===== src/rtl/core/brightness_to_dac_range_mapper_unit_assert.svh =====
// assertion macros for the brightness to dac range mapper
// used by bdm_ctrl; no other dependencies
`ifndef BRIGHTNESS_TO_DAC_RANGE_MAPPER_UNIT_ASSERT_SVH
`define BRIGHTNESS_TO_DAC_RANGE_MAPPER_UNIT_ASSERT_SVH

// same-cycle implication, disabled while in reset
`define BDM_ASSERT_IMPLIES(lbl, clk, rst_n, ante, cons, msg) \
    lbl: assert property (@(posedge clk) disable iff (!rst_n) (ante) |-> (cons)) \
        else $error(msg);

// next-cycle implication, disabled while in reset
`define BDM_ASSERT_NEXT(lbl, clk, rst_n, ante, cons, msg) \
    lbl: assert property (@(posedge clk) disable iff (!rst_n) (ante) |=> (cons)) \
        else $error(msg);

`endif


===== src/rtl/core/bdm_pkg.sv =====
// shared types, constants and the range group table of the brightness mapper
// no dependencies
`default_nettype none

package bdm_pkg;

    localparam int GROUPS_MAX_DEF = 8;
    localparam int N_RES          = 8;
    localparam int N_EFF          = 6;
    localparam int GRP_IDX_W      = 3;
    localparam int LEVEL_W        = 32;
    localparam int CODE_W         = 8;
    localparam int NUM_W          = LEVEL_W + CODE_W;
    localparam int REM_W          = NUM_W + 2;
    localparam int DIV_STEPS      = CODE_W;
    localparam int DIV_CNT_W      = $clog2(DIV_STEPS);
    localparam int DSH_W          = LEVEL_W + DIV_STEPS;

    localparam logic TC_RESOLUTION = 1'b0;
    localparam logic TC_EFFICIENCY = 1'b1;
    localparam logic TC_RESET      = TC_EFFICIENCY;

    typedef struct packed {
        logic               hdr;
        logic [1:0]         vref;
        logic [CODE_W-1:0]  dmin;
        logic [CODE_W-1:0]  steps;
        logic [LEVEL_W-1:0] lo;
        logic [LEVEL_W-1:0] hi;
    } t_group;

    typedef struct packed {
        logic load;
        logic search_step;
        logic clamp;
        logic mul;
        logic div_init;
        logic div_step;
        logic commit;
        logic out_load;
    } t_cmd;

    typedef struct packed {
        logic held;
        logic search_done;
    } t_status;

    function automatic t_group group_row(input logic tc, input logic [GRP_IDX_W-1:0] idx);
        t_group g;
        g = '0;
        if (tc == TC_EFFICIENCY) begin
            unique case (idx)
                3'd0:    g = '{1'b0, 2'd0, 8'd0,   8'd100, 32'd0,          32'd3705461};
                3'd1:    g = '{1'b0, 2'd1, 8'd50,  8'd0,   32'd3705461,    32'd3705461};
                3'd2:    g = '{1'b1, 2'd0, 8'd1,   8'd254, 32'd3705461,    32'd944892804};
                3'd3:    g = '{1'b1, 2'd1, 8'd128, 8'd127, 32'd948598266,  32'd1889785609};
                3'd4:    g = '{1'b1, 2'd2, 8'd187, 8'd68,  32'd1889785609, 32'd2576980377};
                3'd5:    g = '{1'b1, 2'd3, 8'd153, 8'd102, 32'd2576980377, 32'd4294967295};
                default: g = '0;
            endcase
        end else begin
            unique case (idx)
                3'd0:    g = '{1'b0, 2'd0, 8'd0,   8'd255, 32'd0,          32'd9448928};
                3'd1:    g = '{1'b0, 2'd1, 8'd128, 8'd127, 32'd9485982,    32'd18897856};
                3'd2:    g = '{1'b0, 2'd2, 8'd187, 8'd68,  32'd18897856,   32'd25769803};
                3'd3:    g = '{1'b0, 2'd3, 8'd153, 8'd102, 32'd25769803,   32'd42949672};
                3'd4:    g = '{1'b1, 2'd0, 8'd12,  8'd243, 32'd44465543,   32'd944892804};
                3'd5:    g = '{1'b1, 2'd1, 8'd128, 8'd127, 32'd948598266,  32'd1889785609};
                3'd6:    g = '{1'b1, 2'd2, 8'd187, 8'd68,  32'd1889785609, 32'd2576980377};
                default: g = '{1'b1, 2'd3, 8'd153, 8'd102, 32'd2576980377, 32'd4294967295};
            endcase
        end
        return g;
    endfunction

endpackage

`default_nettype wire


===== src/rtl/core/bdm_channel_if.sv =====
// valid/ready channels for brightness requests and dac settings
// depends on bdm_pkg
`default_nettype none

interface bdm_in_if;
    import bdm_pkg::*;
    logic               valid;
    logic               ready;
    logic [LEVEL_W-1:0] target_brightness;
    logic               undervoltage;

    modport source (output valid, output target_brightness, output undervoltage, input ready);
    modport sink   (input valid, input target_brightness, input undervoltage, output ready);
endinterface

interface bdm_out_if;
    import bdm_pkg::*;
    logic               valid;
    logic               ready;
    logic [1:0]         reference_select;
    logic [CODE_W-1:0]  dac_code;
    logic               high_range_on;
    logic               boost_on;
    logic [LEVEL_W-1:0] applied_level;
    logic               held;

    modport source (output valid, output reference_select, output dac_code,
                    output high_range_on, output boost_on, output applied_level,
                    output held, input ready);
    modport sink   (input valid, input reference_select, input dac_code,
                    input high_range_on, input boost_on, input applied_level,
                    input held, output ready);
endinterface

`default_nettype wire


===== src/rtl/core/bdm_ctrl.sv =====
// sequencer of the brightness mapper: handshakes, search, divide count, commit
// depends on bdm_pkg and the assertion macro header
`default_nettype none

`include "brightness_to_dac_range_mapper_unit_assert.svh"

module bdm_ctrl
    import bdm_pkg::*;
(
    input  wire logic    i_clk,
    input  wire logic    i_rst_n,
    input  wire logic    i_in_valid,
    output logic         o_in_ready,
    input  wire logic    i_out_ready,
    output logic         o_out_valid,
    input  wire t_status i_status,
    output t_cmd         o_cmd
);

    typedef enum logic [7:0] {
        S_IDLE   = 8'b0000_0001,
        S_SEARCH = 8'b0000_0010,
        S_CLAMP  = 8'b0000_0100,
        S_MUL    = 8'b0000_1000,
        S_DIVI   = 8'b0001_0000,
        S_DIV    = 8'b0010_0000,
        S_COMMIT = 8'b0100_0000,
        S_OUT    = 8'b1000_0000
    } t_state;

    t_state                r_state, n_state;
    logic [DIV_CNT_W-1:0]  r_cnt, n_cnt;
    logic                  r_out_valid, n_out_valid;

    always_comb begin
        n_state    = r_state;
        n_cnt      = r_cnt;
        o_cmd      = '0;
        o_in_ready = 1'b0;
        unique case (r_state)
            S_IDLE: begin
                o_in_ready = 1'b1;
                if (i_in_valid) begin
                    o_cmd.load = 1'b1;
                    n_state    = S_SEARCH;
                end
            end
            S_SEARCH: begin
                if (i_status.held) begin
                    n_state = S_OUT;
                end else begin
                    o_cmd.search_step = 1'b1;
                    if (i_status.search_done) begin
                        n_state = S_CLAMP;
                    end
                end
            end
            S_CLAMP: begin
                o_cmd.clamp = 1'b1;
                n_state     = S_MUL;
            end
            S_MUL: begin
                o_cmd.mul = 1'b1;
                n_state   = S_DIVI;
            end
            S_DIVI: begin
                o_cmd.div_init = 1'b1;
                n_cnt          = '0;
                n_state        = S_DIV;
            end
            S_DIV: begin
                o_cmd.div_step = 1'b1;
                n_cnt          = r_cnt + DIV_CNT_W'(1);
                if (r_cnt == DIV_CNT_W'(DIV_STEPS - 1)) begin
                    n_state = S_COMMIT;
                end
            end
            S_COMMIT: begin
                o_cmd.commit = 1'b1;
                n_state      = S_OUT;
            end
            S_OUT: begin
                // wait for the output register to be free
                if (!r_out_valid || i_out_ready) begin
                    o_cmd.out_load = 1'b1;
                    n_state        = S_IDLE;
                end
            end
            default: begin
                n_state = S_IDLE;
            end
        endcase
    end

    always_comb begin
        if (o_cmd.out_load) begin
            n_out_valid = 1'b1;
        end else if (i_out_ready) begin
            n_out_valid = 1'b0;
        end else begin
            n_out_valid = r_out_valid;
        end
    end

    always_ff @(posedge i_clk) begin
        if (!i_rst_n) begin
            r_state     <= S_IDLE;
            r_cnt       <= '0;
            r_out_valid <= 1'b0;
        end else begin
            r_state     <= n_state;
            r_cnt       <= n_cnt;
            r_out_valid <= n_out_valid;
        end
    end

    assign o_out_valid = r_out_valid;

    `BDM_ASSERT_IMPLIES(a_no_overwrite, i_clk, i_rst_n, o_cmd.out_load, !r_out_valid || i_out_ready, "result overwritten before taken")
    `BDM_ASSERT_IMPLIES(a_div_complete, i_clk, i_rst_n, r_state == S_COMMIT, $past(r_state) == S_DIV && $past(r_cnt) == DIV_CNT_W'(DIV_STEPS - 1), "commit before all quotient bits")
    `BDM_ASSERT_NEXT(a_accept_starts, i_clk, i_rst_n, i_in_valid && o_in_ready, r_state == S_SEARCH && !o_in_ready, "accepted item did not start")

endmodule

`default_nettype wire


===== src/rtl/core/bdm_datapath.sv =====
// datapath of the brightness mapper: search registers, clamp, multiply,
// restoring divider, setting state and output register; depends on bdm_pkg
`default_nettype none

module bdm_datapath
    import bdm_pkg::*;
#(
    parameter int GROUPS_MAX = GROUPS_MAX_DEF
) (
    input  wire logic               i_clk,
    input  wire logic               i_rst_n,
    input  wire logic               i_cfg_we,
    input  wire logic               i_cfg_wdata,
    input  wire logic [LEVEL_W-1:0] i_target_brightness,
    input  wire logic               i_undervoltage,
    input  wire t_cmd               i_cmd,
    output t_status                 o_status,
    output logic [1:0]              o_reference_select,
    output logic [CODE_W-1:0]       o_dac_code,
    output logic                    o_high_range_on,
    output logic                    o_boost_on,
    output logic [LEVEL_W-1:0]      o_applied_level,
    output logic                    o_held
);

    // search bounds hold -1 .. GROUPS_MAX-1
    localparam int SW    = $clog2(GROUPS_MAX) + 1;
    localparam int N_E   = (N_EFF < GROUPS_MAX) ? N_EFF : GROUPS_MAX;
    localparam int N_R   = (N_RES < GROUPS_MAX) ? N_RES : GROUPS_MAX;

    // configuration and setting state
    logic                 r_table_choice;
    logic [LEVEL_W-1:0]   r_last_level;
    logic                 r_boost;
    logic                 r_high_range;
    logic [1:0]           r_reference;
    logic [CODE_W-1:0]    r_dac;

    // working registers
    logic [LEVEL_W-1:0]   r_level;
    logic                 r_held;
    logic signed [SW-1:0] r_l, r_r;
    logic [GRP_IDX_W-1:0] r_idx;
    t_group               r_grp;
    logic [NUM_W-1:0]     r_num;
    logic [LEVEL_W-1:0]   r_den;
    logic                 r_live;
    logic [REM_W-1:0]     r_rem;
    logic [DSH_W-1:0]     r_dsh;
    logic [CODE_W-1:0]    r_q;

    // output register
    logic [1:0]           r_o_ref;
    logic [CODE_W-1:0]    r_o_dac;
    logic                 r_o_hr;
    logic                 r_o_boost;
    logic [LEVEL_W-1:0]   r_o_level;
    logic                 r_o_held;

    logic [LEVEL_W-1:0]   in_level;
    logic signed [SW-1:0] m, n_l, n_r;
    t_group               g_mid, g_sel;
    logic                 s_done;
    logic [GRP_IDX_W-1:0] s_idx;
    logic [LEVEL_W-1:0]   clamped;
    logic [REM_W-1:0]     trial;
    logic                 fits;

    assign in_level = i_undervoltage ? '0 : i_target_brightness;

    // one probe of the binary search per step
    always_comb begin
        m      = r_l + ((r_r - r_l) >>> 1);
        g_mid  = group_row(r_table_choice, GRP_IDX_W'(m));
        n_l    = r_l;
        n_r    = r_r;
        s_done = 1'b0;
        s_idx  = r_idx;
        if (r_l < r_r) begin
            if (r_level < g_mid.lo) begin
                n_r = m - SW'(1);
            end else if (r_level > g_mid.hi) begin
                n_l = m + SW'(1);
            end else begin
                s_done = 1'b1;
                s_idx  = GRP_IDX_W'(m);
            end
            if (!s_done && n_l == n_r) begin
                s_done = 1'b1;
                s_idx  = GRP_IDX_W'(n_l);
            end
        end else begin
            s_done = 1'b1;
            s_idx  = r_r[SW-1] ? '0 : GRP_IDX_W'(r_r);
        end
    end

    assign o_status.held        = r_held;
    assign o_status.search_done = s_done;

    assign g_sel = group_row(r_table_choice, r_idx);

    always_comb begin
        if (r_level < g_sel.lo) begin
            clamped = g_sel.lo;
        end else if (r_level > g_sel.hi) begin
            clamped = g_sel.hi;
        end else begin
            clamped = r_level;
        end
    end

    assign trial = r_rem - REM_W'(r_dsh);
    assign fits  = r_rem >= REM_W'(r_dsh);

    // control and setting state
    always_ff @(posedge i_clk) begin
        if (!i_rst_n) begin
            r_table_choice <= TC_RESET;
            r_last_level   <= '0;
            r_boost        <= 1'b0;
            r_high_range   <= 1'b0;
            r_reference    <= '0;
            r_dac          <= '0;
        end else begin
            if (i_cfg_we) begin
                r_table_choice <= i_cfg_wdata;
            end
            if (i_cmd.load && in_level != '0) begin
                r_boost <= 1'b1;
            end
            if (i_cmd.commit) begin
                r_reference  <= r_grp.vref;
                r_dac        <= r_live ? r_grp.dmin + r_q : r_grp.dmin;
                r_high_range <= r_grp.hdr;
                r_last_level <= r_level;
                if (r_level == '0) begin
                    r_boost <= 1'b0;
                end
            end
        end
    end

    // working and output registers
    always_ff @(posedge i_clk) begin
        if (i_cmd.load) begin
            r_level <= in_level;
            r_held  <= (in_level != '0) && (in_level == r_last_level);
            r_l     <= '0;
            r_r     <= (r_table_choice == TC_EFFICIENCY) ? SW'(N_E - 1) : SW'(N_R - 1);
        end
        if (i_cmd.search_step) begin
            r_l   <= n_l;
            r_r   <= n_r;
            r_idx <= s_idx;
        end
        if (i_cmd.clamp) begin
            r_grp   <= g_sel;
            r_level <= clamped;
        end
        if (i_cmd.mul) begin
            r_num  <= NUM_W'(r_grp.steps) * NUM_W'(r_level - r_grp.lo);
            r_den  <= r_grp.hi - r_grp.lo;
            r_live <= (r_grp.steps != '0) && (r_grp.hi > r_grp.lo);
        end
        // quotient of (2*num + den) / (2*den), always below 256
        if (i_cmd.div_init) begin
            r_rem <= REM_W'({r_num, 1'b0}) + REM_W'(r_den);
            r_dsh <= {r_den, 1'b0, {(DIV_STEPS - 1){1'b0}}};
            r_q   <= '0;
        end
        if (i_cmd.div_step) begin
            if (fits) begin
                r_rem <= trial;
            end
            r_q   <= {r_q[CODE_W-2:0], fits};
            r_dsh <= r_dsh >> 1;
        end
        if (i_cmd.out_load) begin
            r_o_ref   <= r_reference;
            r_o_dac   <= r_dac;
            r_o_hr    <= r_high_range;
            r_o_boost <= r_boost;
            r_o_level <= r_last_level;
            r_o_held  <= r_held;
        end
    end

    assign o_reference_select = r_o_ref;
    assign o_dac_code         = r_o_dac;
    assign o_high_range_on    = r_o_hr;
    assign o_boost_on         = r_o_boost;
    assign o_applied_level    = r_o_level;
    assign o_held             = r_o_held;

endmodule

`default_nettype wire


===== src/rtl/core/brightness_to_dac_range_mapper_unit.sv =====
// Maps a brightness request to a DAC setting (reference, 8-bit code, high-range
// flag, boost). One item at a time: a request equal to the last applied nonzero
// level (held) goes from the search state straight to the output state; any other
// request passes through up to four probes of the group search and the
// restoring divider that rounds the interpolated code. A new item is
// accepted while the previous result still waits in the output register; the
// result is held back only if that register is still full when it is ready.
// table_choice (reset 1, efficiency table) is written through i_cfg_we; the
// user must write it only while the block is idle; the block itself does not
// enforce this. Depends on bdm_pkg, bdm_channel_if, bdm_ctrl and bdm_datapath.
`default_nettype none

module brightness_to_dac_range_mapper_unit
    import bdm_pkg::*;
#(
    parameter int GROUPS_MAX = GROUPS_MAX_DEF
) (
    input  wire logic  i_clk,
    input  wire logic  i_rst_n,
    input  wire logic  i_cfg_we,
    input  wire logic  i_cfg_wdata,
    bdm_in_if.sink     i_in,
    bdm_out_if.source  o_out
);

    t_cmd    cmd;
    t_status status;

    bdm_ctrl u_ctrl (
        .i_clk       (i_clk),
        .i_rst_n     (i_rst_n),
        .i_in_valid  (i_in.valid),
        .o_in_ready  (i_in.ready),
        .i_out_ready (o_out.ready),
        .o_out_valid (o_out.valid),
        .i_status    (status),
        .o_cmd       (cmd)
    );

    bdm_datapath #(
        .GROUPS_MAX (GROUPS_MAX)
    ) u_datapath (
        .i_clk               (i_clk),
        .i_rst_n             (i_rst_n),
        .i_cfg_we            (i_cfg_we),
        .i_cfg_wdata         (i_cfg_wdata),
        .i_target_brightness (i_in.target_brightness),
        .i_undervoltage      (i_in.undervoltage),
        .i_cmd               (cmd),
        .o_status            (status),
        .o_reference_select  (o_out.reference_select),
        .o_dac_code          (o_out.dac_code),
        .o_high_range_on     (o_out.high_range_on),
        .o_boost_on          (o_out.boost_on),
        .o_applied_level     (o_out.applied_level),
        .o_held              (o_out.held)
    );

endmodule

`default_nettype wire

===== src/flat_wrapper.sv =====
// flat-port wrapper written by rule: the top's interface ports become plain ports
module brightness_to_dac_range_mapper_unit_flat import bdm_pkg::*;
#(
    parameter int GROUPS_MAX = GROUPS_MAX_DEF
)
  (i_clk, i_rst_n, i_cfg_we, i_cfg_wdata, i_in_valid, i_in_target_brightness, i_in_undervoltage, i_in_ready, o_out_valid, o_out_reference_select, o_out_dac_code, o_out_high_range_on, o_out_boost_on, o_out_applied_level, o_out_held, o_out_ready);
  bdm_in_if i_in_i ();
  bdm_out_if o_out_i ();
  input  wire logic i_clk;
  input  wire logic i_rst_n;
  input  wire logic i_cfg_we;
  input  wire logic i_cfg_wdata;
  input wire logic [$bits(i_in_i.valid)-1:0] i_in_valid;
  input wire logic [$bits(i_in_i.target_brightness)-1:0] i_in_target_brightness;
  input wire logic [$bits(i_in_i.undervoltage)-1:0] i_in_undervoltage;
  output wire logic [$bits(i_in_i.ready)-1:0] i_in_ready;
  output wire logic [$bits(o_out_i.valid)-1:0] o_out_valid;
  output wire logic [$bits(o_out_i.reference_select)-1:0] o_out_reference_select;
  output wire logic [$bits(o_out_i.dac_code)-1:0] o_out_dac_code;
  output wire logic [$bits(o_out_i.high_range_on)-1:0] o_out_high_range_on;
  output wire logic [$bits(o_out_i.boost_on)-1:0] o_out_boost_on;
  output wire logic [$bits(o_out_i.applied_level)-1:0] o_out_applied_level;
  output wire logic [$bits(o_out_i.held)-1:0] o_out_held;
  input wire logic [$bits(o_out_i.ready)-1:0] o_out_ready;
  assign i_in_i.valid = i_in_valid;
  assign i_in_i.target_brightness = i_in_target_brightness;
  assign i_in_i.undervoltage = i_in_undervoltage;
  assign i_in_ready = i_in_i.ready;
  assign o_out_valid = o_out_i.valid;
  assign o_out_reference_select = o_out_i.reference_select;
  assign o_out_dac_code = o_out_i.dac_code;
  assign o_out_high_range_on = o_out_i.high_range_on;
  assign o_out_boost_on = o_out_i.boost_on;
  assign o_out_applied_level = o_out_i.applied_level;
  assign o_out_held = o_out_i.held;
  assign o_out_i.ready = o_out_ready;
  brightness_to_dac_range_mapper_unit #(.GROUPS_MAX(GROUPS_MAX)) u_core (.i_clk(i_clk), .i_rst_n(i_rst_n), .i_cfg_we(i_cfg_we), .i_cfg_wdata(i_cfg_wdata), .i_in(i_in_i), .o_out(o_out_i));
endmodule

===== config.mk =====
export PLATFORM = sky130hd
export DESIGN_NAME = brightness_to_dac_range_mapper_unit_flat
export DESIGN_NICKNAME = d
export VERILOG_FILES = /design/src/rtl/core/bdm_pkg.sv /design/src/rtl/core/bdm_channel_if.sv /design/src/rtl/core/bdm_ctrl.sv /design/src/rtl/core/bdm_datapath.sv /design/src/rtl/core/brightness_to_dac_range_mapper_unit.sv /design/src/flat_wrapper.sv
export VERILOG_INCLUDE_DIRS = /design/src /design/src/rtl/core
export SDC_FILE = /design/constraint.sdc
export NUM_CORES = 2
export LEC_CHECK = 0
export ABC_AREA = 1
export ABC_CLOCK_PERIOD_IN_PS = 9800
export BUFFER_PORTS_ARGS = -buffer_cell sky130_fd_sc_hd__buf_2
export CAP_MARGIN = 40
export CORE_MARGIN = 1
export CORE_UTILIZATION = 65
export DETAILED_ROUTE_END_ITERATION = 6
export PLACE_DENSITY = 0.89
export RECOVER_POWER = 25
export SLEW_MARGIN = 20
export SYNTH_ARGS = -nofsm -noshare
export SYNTH_HDL_FRONTEND = slang
export SYNTH_SLANG_ARGS = --single-unit

===== constraint.sdc =====
create_clock -name i_clk -period 9.8 [get_ports i_clk]
set_input_delay 0.49 -clock i_clk [delete_from_list [all_inputs] [get_ports i_clk]]
set_output_delay 0.49 -clock i_clk [all_outputs]
set_load 0.01 [all_outputs]

======== After elaboration in Yosys (flattened, before gate mapping) ========
Cells that the tools add are included.
storage, ports and cells
  bits in registers ....................... 392
  latch bits .............................. 0
  RAM bits ................................ 0
  bits in read-only memories .............. 0
  input bits .............................. 39
  output and inout bits ................... 47
  memories ................................ 0
operators by class
  add/subtract/negate cells ............... 10
  multiply operators ...................... 1
  divide/modulo/power cells ............... 0
  magnitude comparators ................... 7
  equal/unequal tests ..................... 31
  shift operators ......................... 0
  mux-type cells .......................... 65
  bitwise logic cells ..................... 0
  reduce and logical (&&, ||, !) cells .... 21
operators by type and width
  kind                number
  $pmux 83 s7         1
  $pmux 83 s6         1
  $pmux 64 s7         1
  $pmux 64 s6         1
  $mux 32             5
  $mux 42             3
  $gt 32x32->1        3
  $mux 83             1
  $mux 39             2
  $lt 32x32->1        2
  $mux 64             1
  $mux 8              8
  $pmux 8 s8          1
  $mux 4              11
  $add 41x32->42      1
  $ge 42x40->1        1
  $sub 42x40->42      1
  $mul 9x33->40       1
  $sub 32x32->33      1
  $eq 32x32->1        1
  $logic_not 32->1    1
  $reduce_bool 32->1  1
  $sub 32x32->32      1
  $mux 1              22
  34 further kinds    63

======== Logic depth before layout (Yosys ltp) ========
  depth after elaboration ................. 16
  depth in mapped cells ................... 48
  gate-level depth less buffers ........... 48

======== By module ========
A second synthesis with hierarchy kept.
second synthesis, totals
  cell total of the unflattened synthesis .. 4,441
  area total of the unflattened synthesis .. 35,570.4 µm²
modules (own cells, without submodules)
  module        times used  cells an instance  area an instance (µm²)  seq. area each (µm²)
  bdm_datapath  1           4,337              34,814.6                10,169.8
  bdm_ctrl      1           104                755.7                   240.2

======== Least setup slack after synthesis ========
OpenSTA, ideal clock, no wires.
  path kind ............................... reg2reg
  start point ............................. register u_core.u_ctrl.r_state[4]
  end point ............................... register u_core.u_ctrl.r_state[0]
  arrival time ............................ 8.474 ns
  path slack .............................. 1.195 ns
  stages on the path, launching flop included .. 9
  buffers on the path ..................... 0
  period minus slack after synthesis ...... 8.605 ns
  cells stage by stage .................... dfxtp_1 nor2_1 inv_1 nor2_1 inv_1 nor4_1 nor4_1 nand3_1 nand3_1
between the ends
  word-level cells in the longest chain between the ends .. 3
ends and longest elaborated chain
  what                                                       RTL line         text
  start: declaration                                         bdm_ctrl.sv:31   t_state r_state, n_state;
  start signal: assignment                                   bdm_ctrl.sv:111  r_state <= n_state;
  $eq 8x2->1, or another cell as far along                   bdm_ctrl.sv:40   unique case (r_state)
  $ne 3x3->1 (no line) / $ne 2x2->1 (equally long branches)  -
  $reduce_and 4->1 (no line)                                 -
Several ways; a longest one is shown, not always the timed one.
A chain may end at the register's enable or synchronous reset.

======== Worst setup path in the final report ========
  start point ............................. register u_core.u_datapath.r_level[2]
  end point ............................... register u_core.u_datapath.r_num[34], data pin
between the ends
  word-level cells in the longest chain between the ends .. 2
ends and longest elaborated chain
  what                      RTL line             text
  start: declaration        bdm_datapath.sv:40   logic [LEVEL_W-1:0] r_level;
  start signal: assignment  bdm_datapath.sv:147  r_level <= in_level;
  start signal: assignment  bdm_datapath.sv:159  r_level <= clamped;
  $sub 32x32->33            bdm_datapath.sv:162  r_num <= NUM_W'(r_grp.steps) * NUM_W'(r_level - r_grp.lo);
  $mul 9x33->40             bdm_datapath.sv:162
  end signal: assignment    bdm_datapath.sv:162
  end: declaration          bdm_datapath.sv:45   logic [NUM_W-1:0] r_num;
Every way passes these cells.

==> flow_summary.ini <==
[status]
status = complete, but fails checks
violations = capacitance limit, slew limit

[synth]
synthArstFlopShare_pct = 0
synth_fp_nets = 4989
synth_ff_type = edfxtp_1
synthCells = 4385
yosysSeqAreaShare_pct = 29.7
yosysWarnings = 0
synth-edff-count = 280
synth_common_cells = 745 x inv_1, 724 x nand2_1, 533 x nor2_1, 359 x ha_1, 334 x a21oi_1
synth.area.top_cells = edfxtp_1 24%, ha_1 13%, fa_1 12%
yosysMostFrequentCell = inv_1
synth_cell_types = 61
yosysTopAreaCell = edfxtp_1
syn_area_um2 = 35100
synth.avg_cell_area_um2 = 7.99
synth_top_area_share_pct = 24.0
synth.ff_latch_count = 380

[global_route]
antenna_found_initial = 1
grt_max_degree = 84
grt_pass1_vias = 30332
grt_pass1_wl_um = 168000
grt_util_all_layers_pct = 40.2
grt_overflow = 0

[routing]
num_vias = 31719
wl_per_cell_um = 21.3
ant_nets = 0
drt_iter0_markers = 3563
viasPerCell = 6.14
drt_wl_total_um = 110000
drc = 0
dr.pass1.iters = 6

[setup_path]
start_kind = flip-flop
cpMaxStageDelayCell = edfxtp_1
critPathMaxFanout = 7
cpMostUsedCell = nand2_1
required_ns = 10.14
worstPathArrival_ns = 8.70
endpoint_kind = flip-flop
worst-setup-path-type = flip-flop to flip-flop
max_stage_delay_ns = 0.55

[sta]
slew_headroom_pct = -126
hold_violations = 0
final_max_slew_viol_count = 268
rsz0062_at_grt = no
tightest_slew_ns = 3.40
max_freq_mhz = 120
setup_viol = 0
fin_crit_ns = 8.35
clock_skew_ns = 0.0328
period_share_pct = 85.2
finalSetupTns_ns = 0

[clock_tree]
cts.sinks = 380
clock_latency_ns = 0.60
cts_buffers = 43
holdBufCountCts = 0
cts_tree = built
clockBufferDepth = 3
clk_pin_slew_worst_paths_ns = 0.07
cts_resized = 0
postCtsSetupBuffers = 0
cts_htree_levels = 2
root_buffer = clkbuf_16

[placed_design]
portBuffers = 85
place_congestion = 1.05
hpwl_um = 87700

[floorplan]
coreArea_um2 = 53000
ioPinCount = 86
die_x_um = 234
row_count = 84
die_area_um2 = 54900
die_y_um = 234
start_util_pct = 66.2

[final_layout]
syn_to_final_growth_pct = 6.97
finalNetCount = 5051
drive_gt1_share_pct = 4.13

[flow_run]
max_cap_viol_count = 5

[min_path]
hold_path.class = primary input to flip-flop
final cells by class:
| class | instances | area [µm²] |
|---|---|---|
| clock buffers | 62 | 1220 |
| well taps | 688 | 861 |
| fillers | 4214 | 15500 |
| multi-input cells | 3149 | 21400 |
| clock inverters | 16 | 123 |
| diodes | 1 | 2.50 |
| inverters | 755 | 2840 |
| repair buffers | 118 | 623 |
| flip-flops and latches | 380 | 10400 |
logic make-up (layout without fill, tap and decap cells):
| group | count (synthesis) | in the layout | synth area share, % |
|---|---|---|---|
| DFF | 380 | 380 | 29.7 |
| and+or+nand+nor | 1528 | 1528 | 18.1 |
| adders and majority gates | 565 | 565 | 24.6 |
| xor gates and xnor gates | 182 | 182 | 4.55 |
| AOI/OAI and AO/OA | 874 | 874 | 13.9 |
| buffers and inverters | 856 | 951 | 9.24 |
| other | 0 | 1 | 0 |
sequential cells by signal, indices dropped and copies added (netlist names), 3 cells and up:
register,flops
u_core.u_datapath.r_grp,71
u_core.u_datapath.r_rem,42
u_core.u_datapath.r_dsh,40
u_core.u_datapath.r_num,40
u_core.u_datapath.o_applied_level,32
u_core.u_datapath.r_den,32
u_core.u_datapath.r_last_level,32
u_core.u_datapath.r_level,32
u_core.u_ctrl.r_state,8
u_core.u_datapath.o_dac_code,8
u_core.u_datapath.r_dac,8
u_core.u_datapath.r_q,8
u_core.u_datapath.r_l,4
u_core.u_datapath.r_r,4
u_core.u_ctrl.r_cnt,3
u_core.u_datapath.r_idx,3
through the flow:
step | area, µm² | setup WS (ns) | hold slack [ns] | util (%) | instances
2_1_floorplan | 35100 | 1.20 | 0.403 | - | 4385
3_3_place_gp | 36200 | 1.91 | 0.414 | 68.3 | 5087
3_5_place_dp | 36300 | 1.69 | 0.409 | 68.4 | 5090
4_1_cts | 37600 | 1.67 | 0.222 | 71.0 | 5168
5_1_grt | 37500 | 1.17 | 0.246 | 70.8 | 5168
6_report | 37500 | 1.45 | 0.255 | 70.8 | 5169
layer usage:
layer,up-vias,share of wire (%),track usage [%]
li1,14613,-,-
met1,14873,37,50.5
met2,1822,45,64.1
met3,409,10,7.88
met4,2,7.1,24.7
met5,-,0.016,0
critical path, delay by kind of cell, from the launching register on:
| kind | cells | cell delay (ns) |
|---|---|---|
| compound gates | 11 | 2.91 |
| fa+ha+maj | 6 | 2.76 |
| simple gates | 9 | 1.20 |
| flops | 1 | 0.55 |
| xor+xnor | 2 | 0.41 |
| buf+inv | 4 | 0.23 |
final timing paths:
check                                     from                          endpoint  cells past startpoint  slack, ns
setup / recovery  u_core.u_datapath.r_level[2]       u_core.u_datapath.r_num[34]                     32       1.45
hold / removal                        i_cfg_we  u_core.u_datapath.r_table_choice                      2       0.25
setup reg to reg  u_core.u_datapath.r_level[2]       u_core.u_datapath.r_num[34]                     32       1.45
hold reg to reg     u_core.u_datapath.r_dac[5]   u_core.u_datapath.o_dac_code[5]                      0       0.43
cells in the final DEF (no fill, tap or decap), types with 25 or more instances in the layout:
master / count
o21ai_0: 323
edfxtp_1: 280
a31oi_1: 25
nand2_1: 721
nor4_1: 27
fa_1: 206
ha_1: 359
a21oi_1: 334
nand4_1: 48
nand3_1: 104
inv_1: 744
clkbuf_1: 66
dfxtp_1: 100
nor2_1: 532
o211ai_1: 30
clkbuf_16: 43
o22ai_1: 30
xor2_1: 115
buf_2: 38
xnor2_1: 67
nor3_1: 39
Power is not shown: default switching activity piles up to over one toggle a cycle in this logic, so the estimate is an artifact.
